===== config.mk =====
export PLATFORM = sky130hd
export DESIGN_NAME = vpac_ctrl
export DESIGN_NICKNAME = d
export VERILOG_FILES = /design/src/rtl/vpac_pkg.sv /design/src/rtl/vpac_ctrl.sv
export SDC_FILE = /design/constraint.sdc
export NUM_CORES = 1
export LEC_CHECK = 0
export BUFFER_PORTS_ARGS = -buffer_cell sky130_fd_sc_hd__buf_2
export CAP_MARGIN = 20
export CORE_AREA = 2 2 39 41
export CTS_BUF_LIST = sky130_fd_sc_hd__clkbuf_4 sky130_fd_sc_hd__clkbuf_8
export CTS_CLUSTER_SIZE = 8
export DETAILED_ROUTE_END_ITERATION = 8
export DIE_AREA = 0 0 41 43
export GPL_ROUTABILITY_DRIVEN = 1
export PLACE_DENSITY = 0.73
export SYNTH_ARGS = -nofsm -noshare
export SYNTH_HDL_FRONTEND = slang
export SYNTH_SLANG_ARGS = --single-unit

===== constraint.sdc =====
create_clock -name i_clk -period 2.85 [get_ports i_clk]
set_input_delay 0.285 -clock i_clk [delete_from_list [all_inputs] [get_ports i_clk]]
set_output_delay 0.285 -clock i_clk [all_outputs]
set_load 0.01 [all_outputs]

===== src/rtl/vpac_pkg.sv =====
// Package: shared types and constants for the video port access controller.
`default_nettype none
package vpac_pkg;

    localparam int PALETTE_ENTRIES = 64;
    localparam int SCROLL_ENTRIES  = 40;
    localparam int REGISTER_COUNT  = 24;

    localparam int CRAM_AW = $clog2(PALETTE_ENTRIES);
    localparam int SRAM_AW = $clog2(SCROLL_ENTRIES);
    localparam int REG_AW  = $clog2(REGISTER_COUNT);
    localparam int VRAM_AW = 16;
    localparam int CNT_W   = 17;

    localparam logic [2:0] KIND_CTRL   = 3'd0;
    localparam logic [2:0] KIND_WRITE  = 3'd1;
    localparam logic [2:0] KIND_READ   = 3'd2;
    localparam logic [2:0] KIND_STATUS = 3'd3;
    localparam logic [2:0] KIND_HV     = 3'd4;
    localparam logic [2:0] KIND_LINE   = 3'd5;

    localparam logic [3:0] CODE_CRAM_WR = 4'h3;
    localparam logic [3:0] CODE_SRAM_WR = 4'h5;
    localparam logic [3:0] CODE_CRAM_RD = 4'h8;
    localparam logic [3:0] CODE_SRAM_RD = 4'h4;

    typedef enum logic [3:0] {
        S_CLEAR,
        S_IDLE,
        S_EXEC,
        S_WR_LO,
        S_FILL,
        S_RD_LO,
        S_RD_FIN,
        S_CP_RD,
        S_CP_WR,
        S_DONE
    } t_state;

    typedef enum logic [3:0] {
        OP_NONE,
        OP_CLEAR,
        OP_LOAD,
        OP_CTRL,
        OP_PORT,
        OP_CRAM_WR,
        OP_SRAM_WR,
        OP_WR_HI,
        OP_WR_LO,
        OP_FILL_STEP,
        OP_RD_HI,
        OP_RD_LO,
        OP_RD_FIN,
        OP_CP_RD,
        OP_CP_WR,
        OP_PUSH
    } t_op;

    typedef struct packed {
        logic [2:0] kind;
        logic [3:0] code_lo;
        logic       fill_armed;
        logic       copy_go;
        logic       count_last;
        logic       clear_last;
        logic       out_free;
    } t_stat;

endpackage
`default_nettype wire


===== src/rtl/vpac_ctrl.sv =====
// Controller: sequences clearing, port accesses and DMA loops.
`default_nettype none
module vpac_ctrl import vpac_pkg::*; (
    input  wire   i_clk,
    input  wire   i_rst_n,
    input  wire   i_valid,
    output logic  o_ready,
    input  t_stat i_stat,
    output t_op   o_op
);

    t_state r_state;
    t_state n_state;

    always_ff @(posedge i_clk) begin
        if (!i_rst_n) begin
            r_state <= S_CLEAR;
        end else begin
            r_state <= n_state;
        end
    end

    always_comb begin
        n_state = r_state;
        o_op    = OP_NONE;
        o_ready = 1'b0;
        case (r_state)
            S_CLEAR: begin
                o_op = OP_CLEAR;
                if (i_stat.clear_last) n_state = S_IDLE;
            end
            S_IDLE: begin
                o_ready = 1'b1;
                if (i_valid) begin
                    o_op    = OP_LOAD;
                    n_state = S_EXEC;
                end
            end
            S_EXEC: begin
                case (i_stat.kind)
                    KIND_CTRL: begin
                        o_op    = OP_CTRL;
                        n_state = i_stat.copy_go ? S_CP_RD : S_DONE;
                    end
                    KIND_WRITE: begin
                        if (i_stat.fill_armed) begin
                            o_op    = OP_WR_HI;
                            n_state = S_WR_LO;
                        end else if (i_stat.code_lo == CODE_CRAM_WR) begin
                            o_op    = OP_CRAM_WR;
                            n_state = S_DONE;
                        end else if (i_stat.code_lo == CODE_SRAM_WR) begin
                            o_op    = OP_SRAM_WR;
                            n_state = S_DONE;
                        end else begin
                            o_op    = OP_WR_HI;
                            n_state = S_WR_LO;
                        end
                    end
                    KIND_READ: begin
                        o_op = OP_RD_HI;
                        if (i_stat.code_lo inside {CODE_CRAM_RD, CODE_SRAM_RD}) begin
                            n_state = S_RD_FIN;
                        end else begin
                            n_state = S_RD_LO;
                        end
                    end
                    default: begin
                        o_op    = OP_PORT;
                        n_state = S_DONE;
                    end
                endcase
            end
            S_WR_LO: begin
                o_op    = OP_WR_LO;
                n_state = i_stat.fill_armed ? S_FILL : S_DONE;
            end
            S_FILL: begin
                o_op = OP_FILL_STEP;
                if (i_stat.count_last) n_state = S_DONE;
            end
            S_RD_LO: begin
                o_op    = OP_RD_LO;
                n_state = S_RD_FIN;
            end
            S_RD_FIN: begin
                o_op    = OP_RD_FIN;
                n_state = S_DONE;
            end
            S_CP_RD: begin
                o_op    = OP_CP_RD;
                n_state = S_CP_WR;
            end
            S_CP_WR: begin
                o_op    = OP_CP_WR;
                n_state = i_stat.count_last ? S_DONE : S_CP_RD;
            end
            S_DONE: begin
                if (i_stat.out_free) begin
                    o_op    = OP_PUSH;
                    n_state = S_IDLE;
                end
            end
            default: begin
                n_state = S_CLEAR;
            end
        endcase
    end

endmodule
`default_nettype wire


==> flow_summary.yaml <==
routing:
  drt-wirelength-per-cell_um: 13.3
  firstDrtPassIters: 4
  routed_wl_mm: 1.57
  drc: 0
  drt_iter0_drc: 23
  via_per_inst: 6.08
  ant_nets: 0
  vias: 717
timing:
  layout_setup_ws_ns: 0.710
  fin_setup_tns_ns: 0
  period_minus_slack_ns: 2.14
  rsz0062_at_grt: "false"
  fin_crit_sh_pct: 75.1
  slew_headroom_pct: 59.8
  finClkSkew_ns: 0.00252
  worst_pin_slew_ns: 0.603
  max_freq_mhz: 467
  setup_violations: 0
  timing.final.hold_violations: 0
  drv_slew: 0
cts:
  cts_root_buf: "clkbuf_4"
  clkTransAtPathRegs_ns: 0.04
  ctsHoldBuffers: 0
  clock-sinks: 4
  postCtsSetupBuffers: 0
  clock_latency_ns: 0.23
  clockBufferDepth: 2
  cts_made_buffers: 3
  htreeDepth: 1
  cts_tree: "yes"
  ctsResizeCount: 0
synthesis:
  yosysTopAreaCellShare_pct: 13.1
  synth_cell_types: 38
  synth_area_um2: 611
  syn_area_per_cell_um2: 7.10
  synth-xor-area-share_pct: 2.87
  ys_warn_count: 0
  yosysSeqAreaShare_pct: 13.1
  synth_top_area_cell: "dfxtp_1"
  syn_inst: 86
  synth-adder-area-share_pct: 0
  synth_seq_cells: 4
  syn_nets: 101
  synth_compound_area_share_pct: 27.9
  ys.flop_type: "dfxtp_1"
  synthArstFlopShare_pct: 0
  synthTopCellsByCount: "a21oi_1, nand2b_1, nor2_1, nand3_1, o21ai_0"
  synth_area_leaders: "dfxtp_1, nand2b_1, a21oi_1"
  synth_top_family_by_area: "simple AND/OR/NAND/NOR gates"
  synth_edf_count: 0
  synth_mux_area_share_pct: 1.64
  synth_simple_gate_area_share_pct: 48.0
global_routing:
  grt_max_degree: 22
  grt_usage_pct: 19.8
  grt_pass1_vias: 561
  antenna_found_initial: 0
  grt.overflow.total: 0
  grt_first_pass_wirelength_mm: 2.44
pwr:
  p_per_area_nw_per_um2: 606
  peakVddDrop_mv: 0.224
  p_leak_nw: 0.268
place:
  place_ws_ns: 0.976
  finalWeightedCongestion: 0.854
  hpwl_mm: 1.20
  io_buffers: 19
finish:
  largest-register: "r_state"
  largest_reg_flops: 4
  area.growth.synth_to_final_pct: 17.2
  drive_gt1_share_pct: 23.5
  reg_top3: "r_state x4"
  utilization_pct: 51.7
  nNetsFinal: 119
  antennaDiodeCount: 0
critical_path:
  end_kind: "output pin"
  cp.required_ns: 2.57
  crit_fanout: 19
  arrival_ns: 1.86
  crit_type: "reg2out"
  cp-start-kind: "flip-flop"
die:
  core_um2: 1380
  die_area_um2: 1760
  ios: 20
  start_util_pct: 44.1
  rows: 14
  die_h_um: 43
  die_w_um: 41
flow_run:
  max_cap_violations: 0
run_status:
  status: "finished, final reports clean"
min_path:
  min-delay-path-class: "in2reg"
-- where the power goes --
part | internal (W) | switching, W
combinational | 0.000118 | 0.000119
sequential | 0.0000697 | 0.0000563
clock | 0.0000471 | 0.0000236
-- final timing paths --
path | startpoint | to | slack [ns] | cells past startpoint
setup / recovery | r_state[3]$_SDFFE_PN0P_ | o_op[0] | 0.71 | 5
hold / removal | i_rst_n | r_state[2]$_SDFFE_PN0P_ | 0.36 | 3
setup reg to reg | r_state[3]$_SDFFE_PN0P_ | r_state[1]$_SDFFE_PN0P_ | 1.16 | 4
hold reg to reg | r_state[2]$_SDFFE_PN0P_ | r_state[0]$_SDFFE_PN0P_ | 0.82 | 2
-- per-stage QoR --
stage | power [W] | cell area, um^2 | hold WS [ns] | instances
CTS | 0.000435 | 716 | 0.352 | 118
global route | 0.000472 | 716 | 0.391 | 118
finish | 0.000434 | 716 | 0.360 | 118
detailed placement | 0.000361 | 693 | 0.598 | 115
global placement | 0.000359 | 693 | 0.598 | 115
floorplan | 0.000295 | 611 | 0.456 | 86
-- per-layer routing --
layer  wire length [um]  share of wire, %  GRT usage, %  vias to the layer above
li1                   -                 -             -                      367
met1                695                44          28.5                      321
met2                744                47          29.4                       29
met3                128               8.2          4.71                        0
met4                  0                 0          4.00                        0
met5                  0                 0             0                        -
-- worst max-delay path, cell delays in order (launching register included) --
cell and delay, ns:
dfxtp_1 0.49, or4b_4 0.64, nor3_4 0.16, nand2_1 0.09
o221ai_1 0.08, buf_2 0.16
-- kinds of logic after synthesis --
family,Yosys count
AOI/OAI and AO/OA,26
DFF,4
buffers and inverters,8
muxes,1
and+or+nand+nor,45
xor gates and xnor gates,2
-- final cells by class --
class                   count  area, um^2
multi-input cells          74         490
clock buffers               3        22.5
fillers                   147         668
flip-flops and latches      4        80.1
repair buffers             19        95.1
well taps                  16        20.0
inverters                   2        7.51
-- placed cells by master, fill, tap and decap left out --
cell type	count
a21o_1	3
o32a_1	1
mux2i_1	1
a21oi_1	6
nor4_1	3
buf_2	19
and3b_1	1
nor2_1	6
clkbuf_4	3
nand2b_1	6
inv_1	2
a31oi_1	3
nand4b_1	2
o22ai_1	1
o2bb2ai_1	1
nand3_1	5
dfxtp_1	4
xnor2_1	1
a211oi_1	1
nand2_1	3
nor3_4	1
o21ai_0	5
o211ai_1	2
o21a_1	1
nor2b_1	3
and4b_1	1
o221ai_1	1
nand3b_1	2
or4_1	1
a221o_1	1
nor4b_1	2
and2b_1	1
or4b_4	1
nor4bb_1	1
nor3b_1	2
xor2_1	1
nor3_1	4
No activity file was read; power rests on OpenSTA's default activity.
